File: src/hw/rtl/sqv_pkg.sv
`timescale 1ns / 1ps
`default_nettype none

package sqv_pkg;

    localparam int COORD_W = 32;
    localparam int DIM_W = 31;
    localparam int TEX_W = 16;
    localparam int COLOR_W = 32;
    localparam int ANGLE_W = 16;
    localparam int OP_W = 2;

    localparam int VERTS_PER_SPRITE = 6;
    localparam int VIDX_W = $clog2(VERTS_PER_SPRITE);
    localparam int NUM_CORNERS = 4;

    localparam int QUEUE_DEPTH = 2;

    typedef enum logic [OP_W-1:0] {
        OP_PLAIN   = 2'd0,
        OP_ROTATED = 2'd1,
        OP_FRAME   = 2'd2
    } t_op;

    typedef enum logic [1:0] {
        CORNER_TL = 2'd0,
        CORNER_BL = 2'd1,
        CORNER_BR = 2'd2,
        CORNER_TR = 2'd3
    } t_corner;

    // one prepared sprite: vertex position is base plus the corner offset
    typedef struct packed {
        logic [COORD_W-1:0]                  base_x;
        logic [COORD_W-1:0]                  base_y;
        logic [NUM_CORNERS-1:0][COORD_W-1:0] off_x;
        logic [NUM_CORNERS-1:0][COORD_W-1:0] off_y;
        logic [COORD_W-1:0]                  u0;
        logic [COORD_W-1:0]                  u1;
        logic [COORD_W-1:0]                  v0;
        logic [COORD_W-1:0]                  v1;
        logic [COLOR_W-1:0]                  color;
        logic [TEX_W-1:0]                    tex;
        logic                                new_batch;
    } t_sprite;

endpackage

`default_nettype wire

File: src/hw/rtl/sqv_queue.sv
`timescale 1ns / 1ps
`default_nettype none

module sqv_queue (
    input  wire logic              i_clk,
    input  wire logic              i_rst_n,
    input  wire logic              i_push_valid,
    output logic                   o_push_ready,
    input  wire sqv_pkg::t_sprite  i_push_data,
    output logic                   o_pop_valid,
    input  wire logic              i_pop_ready,
    output sqv_pkg::t_sprite       o_pop_data
);
    import sqv_pkg::*;

    localparam int PTR_W = (QUEUE_DEPTH > 1) ? $clog2(QUEUE_DEPTH) : 1;
    localparam int CNT_W = $clog2(QUEUE_DEPTH + 1);

    t_sprite          r_mem [QUEUE_DEPTH];
    logic [PTR_W-1:0] r_wptr;
    logic [PTR_W-1:0] n_wptr;
    logic [PTR_W-1:0] r_rptr;
    logic [PTR_W-1:0] n_rptr;
    logic [CNT_W-1:0] r_count;
    logic [CNT_W-1:0] n_count;
    logic             w_push;
    logic             w_pop;

    assign o_push_ready = (r_count != CNT_W'(QUEUE_DEPTH));
    assign o_pop_valid = (r_count != '0);
    assign o_pop_data = r_mem[r_rptr];
    assign w_push = i_push_valid && o_push_ready;
    assign w_pop = o_pop_valid && i_pop_ready;

    always_comb begin
        n_wptr = r_wptr;
        n_rptr = r_rptr;
        n_count = r_count;
        if (w_push) begin
            n_wptr = (r_wptr == PTR_W'(QUEUE_DEPTH - 1)) ? '0 : r_wptr + 1'b1;
        end
        if (w_pop) begin
            n_rptr = (r_rptr == PTR_W'(QUEUE_DEPTH - 1)) ? '0 : r_rptr + 1'b1;
        end
        if (w_push && !w_pop) begin
            n_count = r_count + 1'b1;
        end else if (w_pop && !w_push) begin
            n_count = r_count - 1'b1;
        end
    end

    always_ff @(posedge i_clk) begin
        if (!i_rst_n) begin
            r_wptr <= '0;
            r_rptr <= '0;
            r_count <= '0;
        end else begin
            r_wptr <= n_wptr;
            r_rptr <= n_rptr;
            r_count <= n_count;
        end
    end

    always_ff @(posedge i_clk) begin
        if (w_push) begin
            r_mem[r_wptr] <= i_push_data;
        end
    end

    a_count_bound: assert property (@(posedge i_clk) disable iff (!i_rst_n)
        r_count <= CNT_W'(QUEUE_DEPTH))
        else $error("queue count beyond depth");

    a_push_counts: assert property (@(posedge i_clk) disable iff (!i_rst_n)
        (w_push && !w_pop) |=> r_count == $past(r_count) + 1'b1)
        else $error("push without pop did not grow queue");

    a_pop_counts: assert property (@(posedge i_clk) disable iff (!i_rst_n)
        (w_pop && !w_push) |=> r_count == $past(r_count) - 1'b1)
        else $error("pop without push did not shrink queue");

endmodule

`default_nettype wire

File: config.mk
export PLATFORM = sky130hd
export DESIGN_NAME = sqv_queue
export DESIGN_NICKNAME = d
export VERILOG_FILES = /design/src/hw/rtl/sqv_pkg.sv /design/src/hw/rtl/sqv_queue.sv
export SDC_FILE = /design/constraint.sdc
export NUM_CORES = 1
export LEC_CHECK = 0
export BUFFER_PORTS_ARGS = -buffer_cell sky130_fd_sc_hd__clkbuf_2
export CORE_AREA = 2 2 394 396
export DETAILED_ROUTE_END_ITERATION = 16
export DIE_AREA = 0 0 396 398
export PLACE_DENSITY_LB_ADDON = 0.2
export REMOVE_ABC_BUFFERS = 1
export SYNTH_ARGS = -nofsm -noshare
export SYNTH_HDL_FRONTEND = slang
export SYNTH_SLANG_ARGS = --single-unit
File: constraint.sdc
create_clock -name i_clk -period 32.6 [get_ports i_clk]
set_input_delay 6.52 -clock i_clk [delete_from_list [all_inputs] [get_ports i_clk]]
set_output_delay 6.52 -clock i_clk [all_outputs]
set_load 0.01 [all_outputs]
==> metrics <==
final setup margin=20620 ps; die footprint=157600 µm²; Commonest cells post-synth=edfxtp_1 (994), mux2_4 (330), mux2_2 (167); HPWL after detailed placement=76.52 mm; GR Layer Usage met2=0.2352; Setup CP Type=reg2out; Num CTS Buffers=110; Hold Path Sink=r_count[1]; number of vias per cell=3.935; count leader, synth=edfxtp_1; Yosys warnings=0; pwr dens=79.71 nW/µm²; CP Capture Type=primary output; final period utilization=0.3676; CTS tree=done; skew final=35.09 ps; port bufs=999; Max Fclk=0.08346 GHz; Die Span Y=398 µm; worst-path maximum fanout=57; post-synth top area share=0.7975; Min Hold Slack=583.1 ps; first-pass detailed-route iteration total=5; global route total overflow=0; Post-synth ARST share=0; Final Hold Viols=0; worst hold start=r_count[1]; Worst Path Required=26080 ps; met1 Use GR=0.1218; Layout Cells excl Fill=4791; # IOs=1000; Root Driver=clkbuf_16; PostCTS Resize Cnt=0; largest net degree at the start of global routing=153; Post-CTS Setup Repair Bufs=0; Reg-to-Reg End=r_mem[0][80]; Rows=144; dominant synthesized flop cell=edfxtp_1; Slew @ Worst Pin=1031 ps; Leakage=0.01832 µW; clk slew on worst S/H paths=60 ps; Syn Inst Count=1570; hold bufs inserted after CTS=0; DR iter-0 viols=866; top cells by area, synth=edfxtp_1 (80%), mux2_4 (13%), mux2_2 (5.0%); register area share after synthesis=0.8002; Tot GR Track Use=0.1271; Placer Congestion=0.8294; vias in the first global route=20670; area leader, netlist=edfxtp_1; Comb pwr share=0.254; first-pass GRT wire length=144.4 mm; M3 GR Usage=0.05367; drt drc=0; worst min-delay path category=reg2reg; final setup fails=0; clock share of power=0.316; dpl ws=21240 ps; Synth Area per Inst=23.84 µm²; total clock sinks=999; post-route ant nets=0; Tmin final=11980 ps; chip width=396 µm; Worst Reg-to-Reg Cells=7; RSZ-0062 raised after global routing=no; initial antenna violation count=30; H-Tree Depth=3; Core ar.=153300 µm²; GRT Max-Usage Layer=met2; Post-synth EDFFs=994; startpoint types=flip-flop; Area Growth Syn to Fin=28.98%; Routed WL=104.5 mm; share of cells above drive strength 1=0.6090; Net Sw Power=1084 µW; DR vias=18850; WHS Path Cells=2; Initial Util=0.2441; sequential share of power=0.430; dpl cells=4578; RR Startpoint=r_count[0]; CTS Buffer Depth=3; #FFs+latches synth=999; Clock Latency Late Sink=700 ps; R2R Setup Slk=27410 ps; Data arrival, critical path=5460 ps; final setup TNS=0 ps; Rel. slew slack=0.3126; P_int=2764 µW; library cells used by synthesis=21; maxcap violations=0; Pins Over Slew Limit=0; Post-Syn Area=37430 µm²; drt wl/cell=21.81 µm; VDD IR-drop max=0.05015 mV; status=finished, final reports clean; fillers=15050; fin nets=3148; Sw Ratio=0.2817
## power by group through the flow
| stage | clock network [µW] | registers [µW] | logic, µW |
|---|---|---|---|
| final | 1220 | 1650 | 978 |
| after global routing | 1310 | 1670 | 1040 |
| after CTS | 1260 | 1660 | 1000 |
| after detailed placement | 0 | 1680 | 1000 |
| after global placement | 0 | 1680 | 994 |
| after floorplan | 0 | 1830 | 913 |
## registers in the layout (all words and copies together), names as in the netlist, named ones only
signal,flops
r_count,2
r_mem,994
r_wptr,1
r_rptr,1
## cell families (layout without fill, tap and decap cells)
logic type / count (synthesis) / in the layout / synth area share
adder cells (fa/ha/maj): 1 / 1 / 0.0003342
AO/OA/AOI/OAI: 5 / 5 / 0.0009357
other: 0 / 13 / 0
multiplexers: 497 / 497 / 0.1826
XOR/XNOR: 3 / 3 / 0.0007021
flip-flops: 999 / 999 / 0.8002
AND/OR/NAND/NOR: 9 / 9 / 0.001538
buffers and inverters: 56 / 1220 / 0.01371
## layout make-up
cell class,instances,area (µm²),area share
flip-flops and latches,999,29950,0.6205
multi-input cells,515,6972,0.1444
repair buffers,1019,5187,0.1075
clock buffers,138,2922,0.06052
well taps,2044,2557,0.05298
clock inverters,62,639.4,0.01324
diodes,13,32.53,0.0006739
inverters,1,11.26,0.0002333
## per-stage QoR
stage	power, µW	instance area, µm²	utilization
CTS	3917	48240	0.3146
floorplan	2743	36920	-
global placement	2670	44680	0.2914
finish	3848	48270	0.3148
detailed placement	2683	44680	0.2914
global route	4017	48260	0.3148
## cell usage in the layout (no fill, tap or decap), drive strengths merged
cell type | synthesis | layout
ha | 1 | 1
diode | 0 | 13
edfxtp | 994 | 994
and3 | 1 | 1
xnor2 | 2 | 2
clkinv | 0 | 46
clkinvlp | 0 | 4
xor2 | 1 | 1
o21ai | 2 | 2
nand2b | 1 | 1
clkbuf | 0 | 1137
bufinv | 0 | 10
a21boi | 2 | 2
dfxtp | 5 | 5
or2 | 1 | 1
buf | 55 | 20
nand3b | 1 | 1
and2 | 4 | 4
inv | 1 | 3
a21bo | 1 | 1
mux2 | 497 | 497
or3 | 1 | 1
## worst max-delay path by stage
stage / start / cells past startpoint / endpoint / slack, ps
after floorplan: flip-flop / 1 / o_pop_data[0] / 8520
after global placement: flip-flop / 6 / o_pop_data[21] / 21370
after detailed placement: flip-flop / 6 / o_pop_data[21] / 21240
after CTS: flip-flop / 6 / o_pop_data[21] / 20410
after global routing: flip-flop / 6 / o_pop_data[21] / 20230
final: flip-flop / 6 / o_pop_data[21] / 20620
## routing by layer
layer	up-vias	share of wire
met4	32	0.035
met5	-	0.0020
met3	208	0.090
met1	9430	0.34
met2	707	0.53
li1	8476	-
## worst max-delay path: stages (launching register included)
cell	delay [ps]
dfxtp_4	850
buf_4	750
buf_4	810
buf_4	770
buf_4	870
mux2_2	410
clkbuf_2	120
No activity file was read; power rests on OpenSTA's default activity.
