===== src/hw/rtl/sqv_pkg.sv =====
`timescale 1ns / 1ps
`default_nettype none

package sqv_pkg;

    localparam int COORD_W = 32;
    localparam int DIM_W = 31;
    localparam int TEX_W = 16;
    localparam int COLOR_W = 32;
    localparam int ANGLE_W = 16;
    localparam int OP_W = 2;

    localparam int VERTS_PER_SPRITE = 6;
    localparam int VIDX_W = $clog2(VERTS_PER_SPRITE);
    localparam int NUM_CORNERS = 4;

    localparam int QUEUE_DEPTH = 2;

    typedef enum logic [OP_W-1:0] {
        OP_PLAIN   = 2'd0,
        OP_ROTATED = 2'd1,
        OP_FRAME   = 2'd2
    } t_op;

    typedef enum logic [1:0] {
        CORNER_TL = 2'd0,
        CORNER_BL = 2'd1,
        CORNER_BR = 2'd2,
        CORNER_TR = 2'd3
    } t_corner;

    // one prepared sprite: vertex position is base plus the corner offset
    typedef struct packed {
        logic [COORD_W-1:0]                  base_x;
        logic [COORD_W-1:0]                  base_y;
        logic [NUM_CORNERS-1:0][COORD_W-1:0] off_x;
        logic [NUM_CORNERS-1:0][COORD_W-1:0] off_y;
        logic [COORD_W-1:0]                  u0;
        logic [COORD_W-1:0]                  u1;
        logic [COORD_W-1:0]                  v0;
        logic [COORD_W-1:0]                  v1;
        logic [COLOR_W-1:0]                  color;
        logic [TEX_W-1:0]                    tex;
        logic                                new_batch;
    } t_sprite;

endpackage

`default_nettype wire


===== src/hw/rtl/sqv_if.sv =====
`timescale 1ns / 1ps
`default_nettype none


interface sqv_vertex_if;
    import sqv_pkg::*;

    logic                      valid;
    logic                      ready;
    logic signed [COORD_W-1:0] pos_x;
    logic signed [COORD_W-1:0] pos_y;
    logic signed [COORD_W-1:0] uv_u;
    logic signed [COORD_W-1:0] uv_v;
    logic [COLOR_W-1:0]        vertex_color;
    logic [TEX_W-1:0]          vertex_texture;
    logic [VIDX_W-1:0]         vertex_index;
    logic                      new_batch;
    logic                      last;

    modport source (
        output valid, pos_x, pos_y, uv_u, uv_v, vertex_color, vertex_texture,
        output vertex_index, new_batch, last,
        input  ready
    );

    modport sink (
        input  valid, pos_x, pos_y, uv_u, uv_v, vertex_color, vertex_texture,
        input  vertex_index, new_batch, last,
        output ready
    );
endinterface

`default_nettype wire


===== src/hw/rtl/sqv_back.sv =====
`timescale 1ns / 1ps
`default_nettype none

module sqv_back (
    input  wire logic              i_clk,
    input  wire logic              i_rst_n,
    input  wire logic              i_pop_valid,
    output logic                   o_pop_ready,
    input  wire sqv_pkg::t_sprite  i_pop_data,
    sqv_vertex_if.source           o_vtx
);
    import sqv_pkg::*;

    localparam logic [VIDX_W-1:0] LAST_IDX = VIDX_W'(VERTS_PER_SPRITE - 1);

    // triangle order TL BL BR, BR TR TL
    function automatic t_corner corner_of(input logic [VIDX_W-1:0] k);
        case (k)
            3'd0:    return CORNER_TL;
            3'd1:    return CORNER_BL;
            3'd2:    return CORNER_BR;
            3'd3:    return CORNER_BR;
            3'd4:    return CORNER_TR;
            default: return CORNER_TL;
        endcase
    endfunction

    logic [VIDX_W-1:0]  r_vidx;
    logic [VIDX_W-1:0]  n_vidx;
    logic               r_ov;
    logic               n_ov;
    t_corner            w_c;
    logic               w_last;
    logic               w_load;

    logic [COORD_W-1:0] r_pos_x;
    logic [COORD_W-1:0] r_pos_y;
    logic [COORD_W-1:0] r_uv_u;
    logic [COORD_W-1:0] r_uv_v;
    logic [COLOR_W-1:0] r_color;
    logic [TEX_W-1:0]   r_tex;
    logic [VIDX_W-1:0]  r_idx;
    logic               r_nb;
    logic               r_last;

    assign w_c = corner_of(r_vidx);
    assign w_last = (r_vidx == LAST_IDX);
    assign w_load = i_pop_valid && (!r_ov || o_vtx.ready);
    assign o_pop_ready = w_load && w_last;

    always_comb begin
        n_ov = r_ov;
        n_vidx = r_vidx;
        if (w_load) begin
            n_ov = 1'b1;
            n_vidx = w_last ? '0 : r_vidx + 1'b1;
        end else if (o_vtx.ready) begin
            n_ov = 1'b0;
        end
    end

    always_ff @(posedge i_clk) begin
        if (!i_rst_n) begin
            r_ov <= 1'b0;
            r_vidx <= '0;
        end else begin
            r_ov <= n_ov;
            r_vidx <= n_vidx;
        end
    end

    always_ff @(posedge i_clk) begin
        if (w_load) begin
            r_pos_x <= i_pop_data.base_x + i_pop_data.off_x[w_c];
            r_pos_y <= i_pop_data.base_y + i_pop_data.off_y[w_c];
            r_uv_u <= (w_c inside {CORNER_BR, CORNER_TR}) ? i_pop_data.u1 : i_pop_data.u0;
            r_uv_v <= (w_c inside {CORNER_TL, CORNER_TR}) ? i_pop_data.v1 : i_pop_data.v0;
            r_color <= i_pop_data.color;
            r_tex <= i_pop_data.tex;
            r_idx <= r_vidx;
            r_nb <= i_pop_data.new_batch && (r_vidx == '0);
            r_last <= w_last;
        end
    end

    assign o_vtx.valid = r_ov;
    assign o_vtx.pos_x = r_pos_x;
    assign o_vtx.pos_y = r_pos_y;
    assign o_vtx.uv_u = r_uv_u;
    assign o_vtx.uv_v = r_uv_v;
    assign o_vtx.vertex_color = r_color;
    assign o_vtx.vertex_texture = r_tex;
    assign o_vtx.vertex_index = r_idx;
    assign o_vtx.new_batch = r_nb;
    assign o_vtx.last = r_last;

    a_batch_first_only: assert property (@(posedge i_clk) disable iff (!i_rst_n)
        (o_vtx.valid && o_vtx.new_batch) |-> o_vtx.vertex_index == '0)
        else $error("new batch flag off the first vertex");

    a_last_index: assert property (@(posedge i_clk) disable iff (!i_rst_n)
        (o_vtx.valid && o_vtx.last) |-> o_vtx.vertex_index == LAST_IDX)
        else $error("last flag off the final vertex");

    a_head_held: assert property (@(posedge i_clk) disable iff (!i_rst_n)
        (r_vidx != '0) |-> i_pop_valid)
        else $error("sprite left queue before all vertices sent");

endmodule

`default_nettype wire


===== src/flat_wrapper.sv =====
// flat-port wrapper written by rule: the top's interface ports become plain ports
module sqv_back_flat import sqv_pkg::*;
  (i_clk, i_rst_n, i_pop_valid, o_pop_ready, i_pop_data, o_vtx_valid, o_vtx_pos_x, o_vtx_pos_y, o_vtx_uv_u, o_vtx_uv_v, o_vtx_vertex_color, o_vtx_vertex_texture, o_vtx_vertex_index, o_vtx_new_batch, o_vtx_last, o_vtx_ready);
  sqv_vertex_if o_vtx_i ();
  input  wire logic i_clk;
  input  wire logic i_rst_n;
  input  wire logic i_pop_valid;
  output logic o_pop_ready;
  input  wire sqv_pkg::t_sprite i_pop_data;
  output wire logic [$bits(o_vtx_i.valid)-1:0] o_vtx_valid;
  output wire logic [$bits(o_vtx_i.pos_x)-1:0] o_vtx_pos_x;
  output wire logic [$bits(o_vtx_i.pos_y)-1:0] o_vtx_pos_y;
  output wire logic [$bits(o_vtx_i.uv_u)-1:0] o_vtx_uv_u;
  output wire logic [$bits(o_vtx_i.uv_v)-1:0] o_vtx_uv_v;
  output wire logic [$bits(o_vtx_i.vertex_color)-1:0] o_vtx_vertex_color;
  output wire logic [$bits(o_vtx_i.vertex_texture)-1:0] o_vtx_vertex_texture;
  output wire logic [$bits(o_vtx_i.vertex_index)-1:0] o_vtx_vertex_index;
  output wire logic [$bits(o_vtx_i.new_batch)-1:0] o_vtx_new_batch;
  output wire logic [$bits(o_vtx_i.last)-1:0] o_vtx_last;
  input wire logic [$bits(o_vtx_i.ready)-1:0] o_vtx_ready;
  assign o_vtx_valid = o_vtx_i.valid;
  assign o_vtx_pos_x = o_vtx_i.pos_x;
  assign o_vtx_pos_y = o_vtx_i.pos_y;
  assign o_vtx_uv_u = o_vtx_i.uv_u;
  assign o_vtx_uv_v = o_vtx_i.uv_v;
  assign o_vtx_vertex_color = o_vtx_i.vertex_color;
  assign o_vtx_vertex_texture = o_vtx_i.vertex_texture;
  assign o_vtx_vertex_index = o_vtx_i.vertex_index;
  assign o_vtx_new_batch = o_vtx_i.new_batch;
  assign o_vtx_last = o_vtx_i.last;
  assign o_vtx_i.ready = o_vtx_ready;
  sqv_back u_core (.i_clk(i_clk), .i_rst_n(i_rst_n), .i_pop_valid(i_pop_valid), .o_pop_ready(o_pop_ready), .i_pop_data(i_pop_data), .o_vtx(o_vtx_i));
endmodule

===== config.mk =====
export PLATFORM = sky130hd
export DESIGN_NAME = sqv_back_flat
export DESIGN_NICKNAME = d
export VERILOG_FILES = /design/src/hw/rtl/sqv_pkg.sv /design/src/hw/rtl/sqv_if.sv /design/src/hw/rtl/sqv_back.sv /design/src/flat_wrapper.sv
export SDC_FILE = /design/constraint.sdc
export NUM_CORES = 1
export LEC_CHECK = 0
export ABC_AREA = 0
export BUFFER_PORTS_ARGS = -buffer_cell sky130_fd_sc_hd__buf_4
export CORE_AREA = 2 2 269 271
export CTS_CLUSTER_SIZE = 28
export DETAILED_ROUTE_END_ITERATION = 16
export DIE_AREA = 0 0 271 273
export HOLD_SLACK_MARGIN = 0.06
export SLEW_MARGIN = 25
export SYNTH_ARGS = -nofsm -noshare
export SYNTH_HDL_FRONTEND = slang
export SYNTH_SLANG_ARGS = --single-unit

===== constraint.sdc =====
create_clock -name i_clk -period 15.4 [get_ports i_clk]
set_input_delay 1.54 -clock i_clk [delete_from_list [all_inputs] [get_ports i_clk]]
set_output_delay 1.54 -clock i_clk [all_outputs]
set_load 0.01 [all_outputs]

==> metrics.md, run 1 <==
| Metric | Value |
|---|---|
| Placer congestion estimate | 0.961 |
| Global-route wire length before repair | 76900 um |
| FF/Latch Area | 5520 um2 |
| Syn_nets | 1551 |
| Worst min path class | flip-flop to flip-flop |
| Largest stage delay, worst path | 0.78 ns |
| Final net count | 2217 |
| Top cells by area, synth | edfxtp_1 (47%), ha_1 (7.5%), mux2_2 (6.5%), mux2i_1 (5.8%), a22oi_1 (4.1%) |
| Max-slew violation total from the final report | 0 |
| Worst skew pair latency | 0.49 ns |
| Area leader, netlist | edfxtp_1 |
| Routed WL | 56500 um |
| Sequential fraction of the synthesis area | 48.1% |
| Outcome | complete, no violations |
| Yosys reg bits | 185 |
| Post-DRT Antenna Nets | 0 |
| Dominant synthesized flop cell | edfxtp_1 |
| Port buffer count | 683 |
| RSZ-0062 raised after global routing | no |
| Setup-failing EPs final | 0 |
| Worst Reg-to-Reg Cells | 17 |
| Post-DR vias/cell | 4.18 |
| Crit path DAT | 5.65 ns |
| Die Area | 74000 um2 |
| Clock Skews | 0.0194 ns |
| Critical Path RT | 15.62 ns |
| Rows | 98 |
| Setup crit end kind | flip-flop |
| Setup WS pre-CTS | 9.94 ns |
| WL/cell | 21.6 um |
| Max VDD drop | 72.7 uV |
| Worst setup SP type | flip-flop |
| Via count | 10900 |
| GRT overflow | 0 |
| I/O pin count | 684 |
| Hold slack | 0.517 ns |
| Post-Route M1 WL | 22600 um |
| Share of cells above drive strength 1 | 49.4% |
| Post-CTS Setup Bufs | 0 |
| Inst Count DP | 2576 |
| CP Max Fanout | 98 |
| Synth Area per Inst | 11.7 um2 |
| Worst-path clk slew | 0.09 ns |
| Starting DRT DRC Count | 563 |
| CP Cell Sequence | and2_1 > ha_1 > o21bai_4 > buf_12 > mux2i_1 > o21ai_0 > ha_1 > inv_1 > fa_1 > nor2b_4 > o31a_1 > o211ai_2 > nand2_1 > o311ai_1 > a21oi_1 > mux2i_1 > o2111ai_1 |
| Chip Height | 273 um |
| Area after DPL | 17700 um2 |
| Antenna violations before repair | 11 |
| Area occupied by multi-input gates | 5710 um2 |
| Final period utilization | 35.3% |
| Filler cell count | 7506 |
| Most numerous cell in the Yosys netlist | edfxtp_1 |
| Post-Synthesis Cells | 979 |
| Gr usage total | 14.5% |
| Number of synthesized flops with an enable pin | 181 |
| Leakage | 7.71 nW |
| Netlist cell types | 67 |
| Core ar. | 71000 um2 |
| Crit Path Class | flip-flop to flip-flop |
| Slew margin rel. | 41.0% |
| Synth Cell Area | 11500 um2 |
| CTS tree | yes |
| Fmax | 184 MHz |
| Clk root buf | clkbuf_16 |
| Cell area after layout | 18400 um2 |
| Top cell type's share of synthesized area | 47.4% |
| Pre-Repair DR Iteration Count | 5 |
| CTS Buffer Depth | 2 |
| Post-CTS Hold Buffers | 0 |
| Post-CTS sizing | 0 |
| # Max-Cap Violations | 0 |
| Ys async rst share | 0% |
| Largest net degree at the start of global routing | 111 |
| Clock net sink count | 185 |
| Starting Density | 16.2% |
| Worst Max-Slew Pin Slew | 0.876 ns |
| CP max-delay cell | dfxtp_1 |
| Num CTS Buffers | 17 |
| Routed length on met3 | 4470 um |
| PD cells | 106 nW/um2 |
| Commonest cells in the synthesized netlist | edfxtp_1 (181), o21ai_0 (80), ha_1 (69), mux2_2 (66), mux2i_1 (66) |
| DR top layer | met5 |
| Die width | 271 um |
| Worst Slack Setup Final | 9.97 ns |
| Vias in the first global route | 11300 |
| Met2 WL post-DR | 28600 um |
| Hold path depth | 2 |
| Post-route setup TNS | 0 ns |
| Fin cells | 2613 |
| Number of H-tree levels | 4 |
| Yosys warns | 0 |
| Minimum clock period | 5.43 ns |
| Drt drc | 0 |
| Area delta synth->final | 60.3% |
| HPWL Detailed | 46800 um |
| Hold violation count in the final report | 0 |
-- worst paths after layout --
path,start,endpoint,slack [ns]
worst max-delay path,u_core.r_vidx[1],u_core.o_vtx.pos_y[28],9.97
worst max register to register,u_core.r_vidx[1],u_core.o_vtx.pos_y[28],9.97
worst min-delay path,u_core.o_vtx.valid,u_core.o_vtx.valid,0.52
worst min register to register,u_core.o_vtx.valid,u_core.o_vtx.valid,0.52
-- through the flow --
step,utilization (%),total power [W]
finish,25.9,0.00195
global route,25.9,0.00206
CTS,25.9,0.00199
detailed placement,25.0,0.00147
global placement,25.0,0.00146
floorplan,-,0.00110
-- layout make-up --
cell class	instances	area share (%)
antenna	5	0.0680
timing repair buffer	693	28.4
clock inverter	15	1.20
tap	950	6.46
clock buffer	17	2.31
sequential	185	30.0
inverter	27	0.592
multi-input combinational	721	31.0
-- logic make-up after synthesis --
logic type	Yosys count	share of synthesized area, %
mux	132	12.2
fa+ha+maj	71	7.87
xor+xnor	58	4.43
simple gates	164	7.04
buf+inv	73	2.57
compound gates	296	17.8
flops	185	48.1
-- registers in the layout, summed over array words and instances (netlist names) --
register,cells
u_core.o_vtx.vertex_index,3
u_core.r_vidx,3
u_core.o_vtx.uv_u,32
u_core.o_vtx.vertex_texture,16
u_core.o_vtx.uv_v,32
u_core.o_vtx.last,1
u_core.o_vtx.vertex_color,32
u_core.o_vtx.pos_x,32
u_core.o_vtx.valid,1
u_core.o_vtx.pos_y,32
u_core.o_vtx.new_batch,1
-- critical path, delay by kind of cell (launching register included) --
| kind | cells | cell delay (ns) |
|---|---|---|
| AOI/OAI and AO/OA | 7 | 1.64 |
| adders and majority gates | 3 | 1.09 |
| DFF | 1 | 0.78 |
| buffers and inverters | 2 | 0.58 |
| and+or+nand+nor | 3 | 0.48 |
| muxes | 2 | 0.37 |
-- cells in the final DEF (no fill, tap or decap), drive strengths merged, types with 28 or more instances in the layout --
master | netlist | final
nand2 | 42 | 42
ha | 69 | 69
edfxtp | 181 | 181
mux2i | 66 | 66
mux2 | 66 | 66
buf | 19 | 693
a21o | 28 | 28
xnor2 | 46 | 46
a22oi | 62 | 62
a21oi | 49 | 49
nor2 | 49 | 49
inv | 27 | 37
o21ai | 85 | 85
-- metal layers --
metal | vias to the layer above | track usage [%]
li1 | 5118 | -
met1 | 5223 | 16.4
met2 | 521 | 25.9
met3 | 47 | 4.91
met4 | 8 | 3.98
met5 | - | 0
-- report_power, final --
part / internal (W) / leakage [nW] / total (W) / switching (W)
Sequential: 0.000653 / 1.79 / 0.000679 / 0.0000257
Combinational: 0.000360 / 5.62 / 0.000772 / 0.000411
Clock: 0.000230 / 0.310 / 0.000499 / 0.000269
Note: power is estimated with default switching activity, not from simulation.
==> inputs of run 2 (changes only) <==
clock period = 5.1 ns   (was 15.4 ns; I/O delays follow)
==> run 2 against run 1 <==
Power grew to 3.0 times the previous value. Global-route usage is 0.14 points higher. Count of clock-buffer cells in the layout stayed put. Hold slack worse by 0.34 ns. Highest routed layer unchanged. Sequential share of layout area is 0.27 points lower. Non-clock buffer count is 15 higher. Largest cell class unchanged. Flip-flop and latch count stayed put. Clock power grew to 3.0 times the previous value.
==> metrics.md, run 2 (synthesized netlist as in run 1, its figures left out) <==
| Metric | Value |
|---|---|
| Outcome | complete, no violations |
| CTS Buffer Depth | 2 (unchanged) |
| Max VDD drop | 210 uV (+190%) |
| Filler cell count | 7507 (+0.013%) |
| Core ar. | 71000 um2 (unchanged) |
| Commonest non-fill, non-tap cells in the layout | buf_4 (702), edfxtp_1 (181), o21ai_0 (80) |
| Most common cell after layout, fill and taps aside | buf_4 |
| Post-CTS Hold Buffers | 0 (unchanged) |
| Final period utilization | 90.2% (+55 points) |
| Worst skew pair latency | 0.50 ns (about the same) |
| Share of cells above drive strength 1 | 49.9% (+0.45 points) |
| Starting DRT DRC Count | 742 (+32%) |
| Pre-Repair DR Iteration Count | 5 (unchanged) |
| Post-route setup TNS | 0 ns (unchanged) |
| GRT overflow | 0 (unchanged) |
| Worst setup SP type | flip-flop |
| Gr usage total | 14.7% (+0.14 points) |
| Placer congestion estimate | 1.01 (+5.3%) |
| Worst Max-Slew Pin Slew | 0.843 ns (-0.0335 ns) |
| Critical Path RT | 5.34 ns (-10.28 ns) |
| Setup crit end kind | flip-flop |
| Setup-failing EPs final | 0 (unchanged) |
| Antenna violations before repair | 8 (-3) |
| Reg2reg start | u_core.r_vidx[0] |
| Starting Density | 16.2% (unchanged) |
| Vias in the first global route | 11300 (+0.31%) |
| Crit path DAT | 4.84 ns (-0.81 ns) |
| Final net count | 2232 (+0.68%) |
| CP Max Fanout | 31 (-68%) |
| R2R setup slack | 0.50 ns (-9.47 ns) |
| Post-CTS Setup Bufs | 0 (unchanged) |
| RSZ-0062 raised after global routing | no |
| Die Area | 74000 um2 (unchanged) |
| Drt drc | 0 (unchanged) |
| Hold violation count in the final report | 0 (unchanged) |
| Rows | 98 (unchanged) |
| HPWL Detailed | 47100 um (+0.77%) |
| Number of H-tree levels | 4 (unchanged) |
| CTS tree | yes |
| FF-to-FF End | u_core.o_vtx.pos_y[31] |
| Post-DRT Antenna Nets | 0 (unchanged) |
| Global-route wire length before repair | 77400 um (+0.69%) |
| Chip Height | 273 um (unchanged) |
| Slew margin rel. | 43.2% (+2.3 points) |
| Num CTS Buffers | 17 (unchanged) |
| Leakage | 7.80 nW (+1.2%) |
| Area delta synth->final | 61.8% |
| Worst min path class | input port to flip-flop |
| # Max-Cap Violations | 0 (unchanged) |
| Routed WL | 56800 um (+0.44%) |
| Post-CTS sizing | 0 (unchanged) |
| Cell area after layout | 18600 um2 (+0.92%) |
| Crit Path Class | flip-flop to flip-flop |
| Hold_sp | i_pop_data[8] |
| Post-DR vias/cell | 4.17 (-0.16%) |
| WL/cell | 21.6 um (about the same) |
| Worst Reg-to-Reg Cells | 17 (unchanged) |
| Clock Skews | 0.0208 ns (+0.00147 ns) |
| Hold path depth | 1 (-1) |
| Port buffer count | 683 (unchanged) |
| Max-slew violation total from the final report | 0 (unchanged) |
| PD cells | 319 nW/um2 (+200%) |
| Clk root buf | clkbuf_16 |
| Via count | 11000 (+0.38%) |
| Clock net sink count | 185 (unchanged) |
| Fmax | 217 MHz (+18%) |
| Die width | 271 um (unchanged) |
| Hold endpoint | u_core.o_vtx.vertex_texture[7] |
| I/O pin count | 684 (unchanged) |
| Largest net degree at the start of global routing | 71 (-36%) |
| Minimum clock period | 4.60 ns (-0.832 ns) |
| Worst-path clk slew | 0.10 ns (about the same) |
| Area after DPL | 17900 um2 (+0.97%) |
## run 2: cell types whose count changed in the layout (fill, tap and decap cells not counted), sizes merged
cell / delta
diode: -1
inv: -2
clkinv: +2
buf: +15
## run 2: power by group
group	total, W	internal (W)	leakage [nW]	switching (W)
registers	0.00204	0.00197	1.79	0.0000670
logic	0.00238	0.00111	5.71	0.00127
clock network	0.00151	0.000689	0.309	0.000818
## run 2: final cells by class
| class | instances | area [um2] | share of cell area (%) |
|---|---|---|---|
| Sequential cell | 185 | 5520 | 29.7 |
| Inverter | 27 | 109 | 0.586 |
| Tap cell | 950 | 1190 | 6.40 |
| Antenna cell | 4 | 10.0 | 0.0539 |
| Clock buffer | 17 | 425 | 2.29 |
| Timing Repair Buffer | 708 | 5390 | 29.0 |
| Multi-Input combinational cell | 721 | 5710 | 30.7 |
| Clock inverter | 15 | 220 | 1.19 |
## run 2: layer usage
metal	up-vias	GRT usage, %	share of wire [%]
met3	49	4.05	7.0
met5	-	0	0.056
met2	499	25.6	50
met4	6	4.71	1.9
li1	5157	-	-
met1	5247	17.3	41
## run 2: through the flow
stage                     utilization [%]  instances  power (W)  hold slack, ns  worst slack [ns]
final                                26.1       2627    0.00593           0.176             0.501
after global routing                 26.1       2625    0.00626           0.127             0.226
after CTS                            26.1       2623    0.00603           0.123             0.466
after detailed placement             25.2       2591    0.00448           0.514             0.497
after global placement               25.2       2591    0.00445           0.506             0.488
after floorplan                         -        979    0.00333           0.403             0.143
## run 2: worst max path at each step
stage,startpoint,to,slack (ns),depth (start not counted)
finish,u_core.r_vidx[0],u_core.o_vtx.pos_y[31],0.50,17
global route,u_core.r_vidx[0],u_core.o_vtx.pos_y[31],0.23,17
CTS,u_core.r_vidx[0],u_core.o_vtx.pos_y[31],0.47,17
detailed placement,u_core.r_vidx[0],u_core.o_vtx.pos_y[31],0.50,17
global placement,u_core.r_vidx[1],u_core.o_vtx.pos_y[31],0.49,17
floorplan,o_vtx_ready,u_core.r_vidx[1],0.14,6
## run 2: worst max-delay path: stages, from the launching register on
cell      delay [ns]
dfxtp_1         0.34
and2_1          0.14
ha_1            0.29
o21bai_4        0.19
buf_12          0.25
buf_12          0.30
mux2i_1         0.47
o21ai_0         0.16
buf_4           0.20
ha_1            0.41
nand2_1         0.15
nor2_1          0.30
nand3_1         0.13
a31oi_1         0.23
a211oi_2        0.12
o31ai_1         0.31
a21oi_1         0.12
xnor2_1         0.13
==> inputs of run 3 (changes only) <==
CORE_AREA = 2 2 267 269   (was 2 2 269 271)
DIE_AREA = 0 0 269 271   (was 0 0 271 273)
==> run 3 against run 2 <==
Combinational power about the same. Sequential power about the same. First-iteration DRC count decreased by 3.0%. Count of clock-buffer cells in the layout unchanged. Sequential share of layout area increased by 0.16 points. Core utilization increased by 0.31 points. Via count increased by 0.61%. Clock power decreased by 3%. Critical path type unchanged. Highest routed layer unchanged.
==> metrics.md, run 3 (synthesized netlist as in run 1, its figures left out) <==
| Metric | Value |
|---|---|
| Outcome | complete, no violations |
| Chip Height | 271 um (-0.73%) |
| Gr usage total | 15.4% (+0.71 points) |
| Crit path DAT | 4.97 ns (+0.13 ns) |
| Slew margin rel. | 43.1% (-0.097 points) |
| Cell area after layout | 18500 um2 (-0.53%) |
| Clk root buf | clkbuf_16 |
| Leakage | 7.76 nW (-0.51%) |
| Die Area | 72900 um2 (-1.5%) |
| Minimum clock period | 4.76 ns (+0.158 ns) |
| Area occupied by multi-input gates | 5710 um2 (unchanged) |
| Met2 Use GR | 25.8% (+0.17 points) |
| CP Max Fanout | 29 (-6.5%) |
| Grt met3 use | 5.61% (+1.6 points) |
| Share of cells above drive strength 1 | 49.7% (-0.12 points) |
| Worst skew pair latency | 0.50 ns (about the same) |
| Setup-failing EPs final | 0 (unchanged) |
| # Max-Cap Violations | 0 (unchanged) |
| Num CTS Buffers | 17 (unchanged) |
| Post-route setup TNS | 0 ns (unchanged) |
| Inst Count DP | 2577 (-0.54%) |
| Port buffer count | 683 (unchanged) |
| Crit path max-delay family | compound AO/OA/AOI/OAI gates |
| Crit Path Class | flip-flop to flip-flop |
| Core ar. | 69800 um2 (-1.7%) |
| CP most frequent cell | ha_1 |
| Filler cell count | 7401 (-1.4%) |
| Routing usage on met1 | 17.8% (+0.49 points) |
| Max-slew violation total from the final report | 0 (unchanged) |
| Starting DRT DRC Count | 720 (-3.0%) |
| Critical Path RT | 5.32 ns (-0.02 ns) |
| PD cells | 318 nW/um2 (-0.42%) |
| Worst min path class | input port to flip-flop |
| CP bufs+invs | 1 (-2) |
| Final net count | 2228 (-0.18%) |
| GRT overflow | 0 (unchanged) |
| Post-CTS Hold Buffers | 0 (unchanged) |
| Routed WL | 59000 um (+3.9%) |
| Number of H-tree levels | 4 (unchanged) |
| Largest stage delay, worst path | 0.61 ns (+0.14 ns) |
| Worst setup SP type | flip-flop |
| WL/cell | 22.5 um (+4.3%) |
| CP Cell Sequence | and2_1 > ha_1 > o21bai_4 > and2_4 > a22oi_1 > o21ai_0 > ha_1 > inv_1 > fa_1 > nor2b_1 > o31a_1 > o211ai_1 > nand3_1 > nand2_1 > o21ai_1 > a221oi_2 > xnor2_1 |
| Commonest non-fill, non-tap cells in the layout | buf_4 (702), edfxtp_1 (181), o21ai_0 (78) |
| Vias in the first global route | 11200 (-0.50%) |
| Pre-Repair DR Iteration Count | 6 (+1) |
| Most Used Layer, Global Route | met2 |
| Fin cells | 2615 (-0.46%) |
| Final Util | 26.5% (+0.31 points) |
| Placer congestion estimate | 0.933 (-7.7%) |
| CP max-delay cell | dfxtp_1 |
| Setup crit end kind | flip-flop |
| HPWL Detailed | 49500 um (+5.0%) |
| Clock Skews | 0.0281 ns (+0.00725 ns) |
| Worst Max-Slew Pin Slew | 0.844 ns (+0.00144 ns) |
| FF/Latch Area | 5520 um2 (unchanged) |
| Die width | 269 um (-0.74%) |
| R2R setup slack | 0.34 ns (-0.16 ns) |
| Rows | 97 (-1.0%) |
| Area after DPL | 17800 um2 (-0.52%) |
| Fmax | 210 MHz (-3.3%) |
| Hold violation count in the final report | 0 (unchanged) |
| Max VDD drop | 201 uV (-4.4%) |
| CTS tree | yes |
| Post-DRT Antenna Nets | 0 (unchanged) |
| Post-DR vias/cell | 4.22 (+1.1%) |
| Most common cell after layout, fill and taps aside | buf_4 |
| Clock net sink count | 185 (unchanged) |
| Largest net degree at the start of global routing | 94 (+32%) |
| I/O pin count | 684 (unchanged) |
| Via count | 11000 (+0.61%) |
| RSZ-0062 raised after global routing | no |
| Worst-path clk slew | 0.10 ns (about the same) |
| CTS Buffer Depth | 2 (unchanged) |
| Antenna violations before repair | 18 (+10) |
| Global-route wire length before repair | 78500 um (+1.4%) |
| Starting Density | 16.4% (+0.28 points) |
| Final period utilization | 93.3% (+3.1 points) |
| Drt drc | 0 (unchanged) |
| Area delta synth->final | 60.9% |
| Post-CTS Setup Bufs | 0 (unchanged) |
==> run 3: cell types whose count changed in the layout (fill, tap and decap cells not counted), sizes merged <==
cell	before	now
buf	708	704
diode	4	6
clkinvlp	0	1
inv	35	34
==> run 3: metrics by stage <==
stage,setup WS [ns],total power [W],hold slack [ns]
after detailed placement,0.267,0.00447,0.559
after global routing,0.000716,0.00622,0.142
final,0.343,0.00587,0.183
after CTS,0.257,0.00598,0.126
after global placement,0.303,0.00444,0.563
after floorplan,0.143,0.00333,0.403
==> run 3: power breakdown <==
part	switching, W	total [W]	internal [W]
registers	0.0000735	0.00204	0.00197
clock network	0.000777	0.00146	0.000682
logic	0.00127	0.00237	0.00110
==> run 3: worst paths after layout <==
path / from / endpoint / cells past startpoint
worst max register to register: u_core.r_vidx[1] / u_core.o_vtx.pos_x[28] / 17
worst min-delay path: i_pop_data[33] / u_core.o_vtx.vertex_color[16] / 1
worst min register to register: u_core.o_vtx.valid / u_core.o_vtx.valid / 2
worst max-delay path: u_core.r_vidx[1] / u_core.o_vtx.pos_x[28] / 17
==> run 3: timing repair <==
item                                    CTS  global route
resized for setup                         0             1
endpoints found under the setup margin    0             2
hold endpoints to repair                  0             0
==> run 3: metal layers <==
layer  part of all wire, %  vias to the layer above  wire length [um]
met4                   2.9                       14              1730
li1                      -                     5144                 -
met2                    48                      536             28200
met5                  0.13                        -                78
met1                    40                     5256             23400
met3                   9.5                       75              5570
==> run 3: layout make-up <==
class	count	share of cell area [%]
multi-input cells	721	30.9
flip-flops and latches	185	29.9
repair buffers	704	28.8
well taps	940	6.37
clock buffers	17	2.30
clock inverters	15	1.14
inverters	27	0.589
diodes	6	0.0813
